File: config.mk
export PLATFORM = sky130hd
export DESIGN_NAME = cbrsf_ctrl
export DESIGN_NICKNAME = d
export VERILOG_FILES = /design/src/sv/cbrsf_pkg.sv /design/src/sv/cbrsf_ctrl.sv
export SDC_FILE = /design/constraint.sdc
export NUM_CORES = 1
export LEC_CHECK = 0
export ABC_AREA = 0
export BUFFER_PORTS_ARGS = -buffer_cell sky130_fd_sc_hd__buf_2
export CAP_MARGIN = 20
export CORE_AREA = 5 5 42 44
export DETAILED_ROUTE_END_ITERATION = 16
export DIE_AREA = 0 0 47 49
export PLACE_DENSITY = 0.7
export SETUP_SLACK_MARGIN = 0.5
export SLEW_MARGIN = 40
export SYNTH_ARGS = -nofsm -noshare
export SYNTH_HDL_FRONTEND = slang
export SYNTH_SLANG_ARGS = --single-unit
File: constraint.sdc
create_clock -name clk_i -period 1.95 [get_ports clk_i]
set_input_delay 0 -clock clk_i [delete_from_list [all_inputs] [get_ports clk_i]]
set_output_delay 0 -clock clk_i [all_outputs]
set_load 0.01 [all_outputs]
File: src/sv/cbrsf_pkg.sv
// ----------------------------------------------------------------------------
// cbrsf_pkg
// Shared constants, types and helper functions for the cluster bitmap block.
// ----------------------------------------------------------------------------
package cbrsf_pkg;

  localparam int unsigned MAX_CLUSTERS  = 65536;
  localparam int unsigned FIRST_CLUSTER = 2;

  localparam int unsigned WORD_W  = 64;
  localparam int unsigned WORD_BW = $clog2(WORD_W);
  localparam int unsigned WORDS   = (MAX_CLUSTERS + WORD_W - 1) / WORD_W;
  localparam int unsigned BIT_AW  = $clog2(MAX_CLUSTERS);
  localparam int unsigned WORD_AW = (WORDS > 1) ? $clog2(WORDS) : 1;

  localparam int unsigned CNT_W   = 17;
  localparam int unsigned FUNC_W  = 2;
  localparam int unsigned CLUS_W  = 32;
  localparam int unsigned STAT_W  = 2;
  localparam int unsigned FOUND_W = 17;
  localparam int unsigned WIDE_W  = CLUS_W + 2;

  typedef logic [WORD_W-1:0]  word_t;
  typedef logic [WORD_AW-1:0] word_addr_t;
  typedef logic [BIT_AW-1:0]  bit_idx_t;
  typedef logic [WORD_BW-1:0] bit_ofs_t;
  typedef logic [WIDE_W-1:0]  wide_t;

  localparam logic [FUNC_W-1:0] FUNC_SET      = 2'd0;
  localparam logic [FUNC_W-1:0] FUNC_FIND_CLR = 2'd1;
  localparam logic [FUNC_W-1:0] FUNC_FIND_SET = 2'd2;

  localparam logic [STAT_W-1:0] STATUS_OK     = 2'd0;
  localparam logic [STAT_W-1:0] STATUS_NONE   = 2'd1;
  localparam logic [STAT_W-1:0] STATUS_REJECT = 2'd2;

  typedef enum logic [1:0] {
    RES_OK,
    RES_NONE,
    RES_REJECT,
    RES_FOUND
  } res_e;

  // controller -> datapath
  typedef struct packed {
    logic load_req;
    logic clr_wr;
    logic widx_load;
    logic widx_inc;
    logic set_wr_ones;
    logic set_rd;
    logic set_rmw;
    logic scan_rd;
    logic res_ld;
    res_e res_sel;
    logic out_ld;
  } cmd_t;

  // datapath -> controller
  typedef struct packed {
    logic is_set;
    logic is_find;
    logic set_ok;
    logic len_zero;
    logic scan_none;
    logic word_full;
    logic widx_last;
    logic clr_last;
    logic hit;
  } sts_t;

  // ones from bit lo up to bit hi, inclusive
  function automatic word_t range_mask(bit_ofs_t lo, bit_ofs_t hi);
    bit_ofs_t top;
    top = bit_ofs_t'(WORD_W - 1);
    return ({WORD_W{1'b1}} << lo) & ({WORD_W{1'b1}} >> (top - hi));
  endfunction

  function automatic bit_ofs_t first_one(word_t w);
    bit_ofs_t idx;
    idx = '0;
    for (int i = WORD_W - 1; i >= 0; i--) begin
      if (w[i]) begin
        idx = bit_ofs_t'(i);
      end
    end
    return idx;
  endfunction

endpackage

File: src/sv/cbrsf_ctrl.sv
// ----------------------------------------------------------------------------
// cbrsf_ctrl
// Controller: clear pass, request decode, run marking, bitmap scan and
// result hand-off.
// ----------------------------------------------------------------------------
module cbrsf_ctrl (
  input  logic            clk_i,
  input  logic            rst_ni,
  input  logic            req_valid_i,
  output logic            req_ready_o,
  output logic            rsp_valid_o,
  input  logic            rsp_ready_i,
  input  cbrsf_pkg::sts_t sts_i,
  output cbrsf_pkg::cmd_t cmd_o
);

  typedef enum logic [2:0] {
    ST_CLEAR,
    ST_IDLE,
    ST_CHECK,
    ST_SET_WR,
    ST_SET_RMW,
    ST_SCAN,
    ST_DRAIN,
    ST_DONE
  } state_e;

  state_e state_q, state_d;
  logic   out_valid_q, out_valid_d;

  always_comb begin
    state_d     = state_q;
    cmd_o       = '0;
    out_valid_d = out_valid_q && !rsp_ready_i;
    case (state_q)
      ST_CLEAR: begin
        cmd_o.clr_wr   = 1'b1;
        cmd_o.widx_inc = 1'b1;
        if (sts_i.clr_last) begin
          state_d = ST_IDLE;
        end
      end
      ST_IDLE: begin
        if (req_valid_i) begin
          cmd_o.load_req = 1'b1;
          state_d        = ST_CHECK;
        end
      end
      ST_CHECK: begin
        if (sts_i.is_set) begin
          if (!sts_i.set_ok) begin
            cmd_o.res_ld  = 1'b1;
            cmd_o.res_sel = cbrsf_pkg::RES_REJECT;
            state_d       = ST_DONE;
          end else if (sts_i.len_zero) begin
            cmd_o.res_ld  = 1'b1;
            cmd_o.res_sel = cbrsf_pkg::RES_OK;
            state_d       = ST_DONE;
          end else begin
            cmd_o.widx_load = 1'b1;
            state_d         = ST_SET_WR;
          end
        end else if (sts_i.is_find) begin
          if (sts_i.scan_none) begin
            cmd_o.res_ld  = 1'b1;
            cmd_o.res_sel = cbrsf_pkg::RES_NONE;
            state_d       = ST_DONE;
          end else begin
            cmd_o.widx_load = 1'b1;
            state_d         = ST_SCAN;
          end
        end else begin
          cmd_o.res_ld  = 1'b1;
          cmd_o.res_sel = cbrsf_pkg::RES_REJECT;
          state_d       = ST_DONE;
        end
      end
      ST_SET_WR: begin
        // fully covered words are written whole; partially covered edge words need read-modify-write
        if (sts_i.word_full) begin
          cmd_o.set_wr_ones = 1'b1;
          if (sts_i.widx_last) begin
            cmd_o.res_ld  = 1'b1;
            cmd_o.res_sel = cbrsf_pkg::RES_OK;
            state_d       = ST_DONE;
          end else begin
            cmd_o.widx_inc = 1'b1;
          end
        end else begin
          cmd_o.set_rd = 1'b1;
          state_d      = ST_SET_RMW;
        end
      end
      ST_SET_RMW: begin
        cmd_o.set_rmw = 1'b1;
        if (sts_i.widx_last) begin
          cmd_o.res_ld  = 1'b1;
          cmd_o.res_sel = cbrsf_pkg::RES_OK;
          state_d       = ST_DONE;
        end else begin
          cmd_o.widx_inc = 1'b1;
          state_d        = ST_SET_WR;
        end
      end
      ST_SCAN: begin
        // hit refers to the word read in the cycle before
        if (sts_i.hit) begin
          cmd_o.res_ld  = 1'b1;
          cmd_o.res_sel = cbrsf_pkg::RES_FOUND;
          state_d       = ST_DONE;
        end else begin
          cmd_o.scan_rd = 1'b1;
          if (sts_i.widx_last) begin
            state_d = ST_DRAIN;
          end else begin
            cmd_o.widx_inc = 1'b1;
          end
        end
      end
      ST_DRAIN: begin
        cmd_o.res_ld  = 1'b1;
        cmd_o.res_sel = sts_i.hit ? cbrsf_pkg::RES_FOUND : cbrsf_pkg::RES_NONE;
        state_d       = ST_DONE;
      end
      ST_DONE: begin
        if (!out_valid_q || rsp_ready_i) begin
          cmd_o.out_ld = 1'b1;
          out_valid_d  = 1'b1;
          state_d      = ST_IDLE;
        end
      end
      default: begin
        state_d = ST_IDLE;
      end
    endcase
  end

  always_ff @(posedge clk_i or negedge rst_ni) begin
    if (!rst_ni) begin
      state_q     <= ST_CLEAR;
      out_valid_q <= 1'b0;
    end else begin
      state_q     <= state_d;
      out_valid_q <= out_valid_d;
    end
  end

  assign req_ready_o = (state_q == ST_IDLE);
  assign rsp_valid_o = out_valid_q;

endmodule

Yosys cells after proc, flatten, opt, wreduce, memory -nomap -nowiden
Index checks and enable logic that the tools add are counted.
{"block": "totals", "ff_bits": 4, "latchBits": 0, "mem_bits_rw": 0, "mem_bits_ro": 0, "in_bits": 13, "output_inout_bits": 14, "word_cells": 66, "n_memories": 0}
{"block": "op_classes", "add_sub_neg": 0, "multipliers": 0, "n_div": 0, "magnitude_cmp": 0, "n_eq_ne": 12, "shifts": 0, "muxes": 46, "bitwise_logic": 0, "n_reduce_logical": 6}
{"operator": "$mux 3", "n": 19}
{"operator": "$pmux 3 s8", "n": 1}
{"operator": "$mux 1", "n": 19}
{"operator": "$pmux 3 s5", "n": 1}
{"operator": "$eq 3x3->1 const B", "n": 4}
{"operator": "$mux 2", "n": 5}
{"operator": "$eq 3x2->1 const B", "n": 2}
{"operator": "$ne 2x2->1 const B", "n": 3}
{"operator": "$ne 3x3->1 const B", "n": 2}
{"operator": "$reduce_and 5->1", "n": 1}
{"operator": "$pmux 1 s4", "n": 1}
{"operator": "$eq 3x1->1 const B", "n": 1}
{"operator": "$logic_not 3->1", "n": 1}
{"operator": "$logic_not 1->1", "n": 2}
{"operator": "$logic_and 1x1->1", "n": 1}
{"operator": "$logic_or 1x1->1", "n": 1}

Logic depth before layout (Yosys ltp)
{"block": "depth", "word_depth": 4, "depth_mapped": 5}

Least setup slack after synthesis
Ideal clock, no wire load.
{"block": "synth_timing", "path_kind": "flip-flop to flip-flop", "startpoint": "register state_q[2]", "endpoint": "register state_q[2]", "setup_ps": 139, "arrival_ps": 1219, "required_ps": 1811, "slack_ps": 592, "path_stages_with_launch": 6, "n_path_buf": 1, "cell_sequence": "dfrtp_1 > buf_6 > or3_4 > o311a_4 > o211ai_2 > a221oi_2"}
{"block": "synth_via", "elab_chain_len": 3, "word_cells_on_any_way": 15, "cone_classes": "eq/ne (12); mux (1); reduce/logical (2)"}
{"item": "start, declared", "line": "cbrsf_ctrl.sv:28", "rtl": "state_e state_q, state_d;"}
{"item": "start signal, assigned", "line": "cbrsf_ctrl.sv:143", "rtl": "state_q <= state_d;"}
{"item": "$eq 3x2->1, or another cell as far along", "line": "cbrsf_ctrl.sv:35", "rtl": "case (state_q)"}
{"item": "$ne 3x3->1 (no line) / $ne 2x2->1 (equally long branches)"}
{"item": "$reduce_and 5->1 (no line)"}
Parallel ways exist; a longest one is shown, timed or not.
A chain may end at the register's enable or synchronous reset.

Worst setup path in the final report
{"block": "layout_timing", "startpoint": "register state_q[1]", "endpoint": "register state_q[0]"}
The elaborated chain is that of the path after synthesis.

==> metrics.csv <==
metric,value,unit
Worst Path Max Fanout,8,
Non-Filler Instances,115,
Post-Route Skew,0.000466,ns
Final period util,74.5,%
RSZ-0062 raised after global routing,true,
Hold Crit Class,in -> reg,
status,completed,
DRT iter0 DRCs,19,
worst vdd ir,1.03,mV
Synth Net Count,78,
first-pass GRT wire length,2.35,mm
worst hold endpoint,rsp_valid_o,
Worst R2R Setup Slack,0.50,ns
dpl hpwl,1.02,mm
gp weighted congestion,0.801,
number of flops mapped to enable cells by yosys,0,
Max-cap violations,0,
Final ANT Viol Nets,0,
die width,47,microns
layout cells sized above 1,52.5,%
critical path data arrival time,1.57,ns
final instance area,768,sq um
cts bufs inserted,3,
placed insts,103,
Async SR Flop Fraction,100,%
routed via count,609,
pin count of the biggest net entering global routing,14,
Hold Fails Final Rpt,0,
CTS sink count,4,
DP Area,627,sq um
TritonCTS clock tree,yes,
Routed wire per std cell,13.2,microns
clock root buffer,clkbuf_4,
worst slew pin tran,0.353,ns
drt first pass iters,4,
Bufs on Longest Clock Path,2,
core area,0.00140,sq mm
pins over their slew limit,0,
Pint,0.662,mW
Clock power frac,8.4,%
Mapped Area,507,sq um
Sequential Power Share,16.4,%
nets@finish,114,
Port Buf Inserts,26,
Leak,0.385,nW
HP Start,rsp_ready_i,
Area growth syn-to-layout,51.6,%
GRT Overall Usage,13.6,%
register area share after synthesis,19.8,%
clk_lat worst skew,0.23,ns
Gate power share,75.3,%
Ports,27,
Synth cell types,32,
H-tree levels,1,
CP Launch Type,flip-flop,
vias in the first global route,538,
final core occ,54.8,%
ys flop type,dfrtp_1,
worst reg2reg startpoint,state_q[1],
antenna cell count,0,
DIE HEIGHT,49,microns
Vias/cell,5.30,
Final setup viols,0,
global route overflow,0,
achievable frequency,689,MHz
WP data required,2.07,ns
Tmin final,1.45,ns
Cell Rows,14,
Crit Reg-Reg Endpoint,state_q[0],
hold path depth,3,
#FFs+latches synth,4,
Multi-input gate area,390,sq um
initial core utilization,36.2,%
PD cells,1590,mW/mm^2
slew margin rel.,76.4,%
CP endpoint kind,flip-flop,
sw frac,45.8,%
Synth Warn #,0,
Synth Instances,65,
initial antenna violation count,0,
drt total wl,1.51,mm
DRC Markers,0,
syn_area_per_cell,7.80,sq um
CP Class,reg -> reg,
worst r2r path cells,5,
sequential cell area,104,sq um
"Clk pin slew, worst setup/hold paths",0.04,ns
Net Sw Power,0.559,mW
die footprint,0.00230,sq mm
FILL cells,139,
TNS Setup,0,ns
-- flip-flops by register name, summed over array words and instances, names as in the netlist --
signal	count
state_q	3
rsp_valid_o	1
-- power by group through the flow --
| stage | sequential, mW | clock [mW] | combinational (mW) |
|---|---|---|---|
| finish | 0.200 | 0.102 | 0.920 |
| global route | 0.207 | 0.119 | 1.00 |
| CTS | 0.205 | 0.108 | 0.818 |
| detailed placement | 0.249 | 0 | 0.636 |
| global placement | 0.243 | 0 | 0.627 |
| floorplan | 0.154 | 0 | 0.589 |
-- worst max-delay path by stage --
stage	start	end	slack, ns	cells after the start
floorplan	state_q[2]	state_q[2]	0.59	5
global placement	state_q[1]	state_q[2]	0.38	4
detailed placement	state_q[1]	state_q[2]	0.32	4
CTS	state_q[1]	cmd_o[3]	0.50	6
global route	state_q[1]	state_q[0]	0.40	5
finish	state_q[1]	state_q[0]	0.50	5
-- final cells by class --
type                       count  area share [%]
tap                           16            2.61
timing repair buffer          36            29.2
multi-input combinational     54            50.8
sequential                     4            13.5
inverter                       2           0.977
clock buffer                   3            2.93
-- synthesized netlist by cell type, types with 3 or more instances --
cell type | n | area, sq um
nand2b_1 | 5 | 31.3
nor3b_1 | 3 | 22.5
nand2_1 | 9 | 33.8
dfrtp_1 | 4 | 100
o21ai_1 | 3 | 15.0
buf_2 | 3 | 15.0
nor3_1 | 3 | 15.0
nor2_1 | 3 | 11.3
-- metrics by stage --
| stage | power (mW) | worst slack, ns | hold WS [ns] |
|---|---|---|---|
| 4_1_cts | 1.13 | 0.502 | 0.0846 |
| 3_5_place_dp | 0.885 | 0.317 | -0.192 |
| 3_3_place_gp | 0.871 | 0.377 | -0.191 |
| 6_report | 1.22 | 0.498 | 0.0907 |
| 5_1_grt | 1.33 | 0.398 | 0.103 |
| 2_1_floorplan | 0.743 | 0.592 | -0.296 |
-- placed cells by master (no fill, tap or decap), drive strengths merged, types with 2 or more instances in the layout --
cell     n
a211o    2
a21oi    2
and2     2
buf     35
clkbuf   3
dfrtp    4
inv      2
nand2    9
nand2b   5
nand3    2
nor2     3
nor2b    2
nor3     3
nor3b    4
o211ai   2
o21ai    6
o31ai    2
-- what timing repair did --
item	in CTS	in global routing
endpoints found under the hold margin	4	0
hold buffers	1	0
pin swaps	0	4
setup buffers	6	2
endpoints found under the setup margin	11	6
cloned	0	0
resized for setup	4	7
-- worst max-delay path, stage by stage (launching register included) --
cell     delay, ns
dfrtp_2       0.46
buf_6         0.15
and3b_2       0.21
o21ai_4       0.20
nand4_1       0.14
and2_1        0.17
-- routing by layer --
metal  routed length (microns)  part of all wire [%]  vias up  track usage [%]
li1                          -                     -      302                -
met1                       603                    40      280             18.3
met2                       784                    52       25             19.7
met3                       117                   7.7        2             5.90
met4                         8                  0.53        0             3.23
met5                         0                     0        -                0
-- kinds of logic (layout without fill, tap and decap cells) --
kind of cell / count (synthesis) / count (layout) / share of synthesized area (%)
and+or+nand+nor: 34 / 34 / 38.3
AOI/OAI and AO/OA: 19 / 19 / 31.4
buffers and inverters: 7 / 41 / 8.89
DFF: 4 / 4 / 19.8
xor gates and xnor gates: 1 / 1 / 1.73
Note: power is estimated with default switching activity, not from simulation.
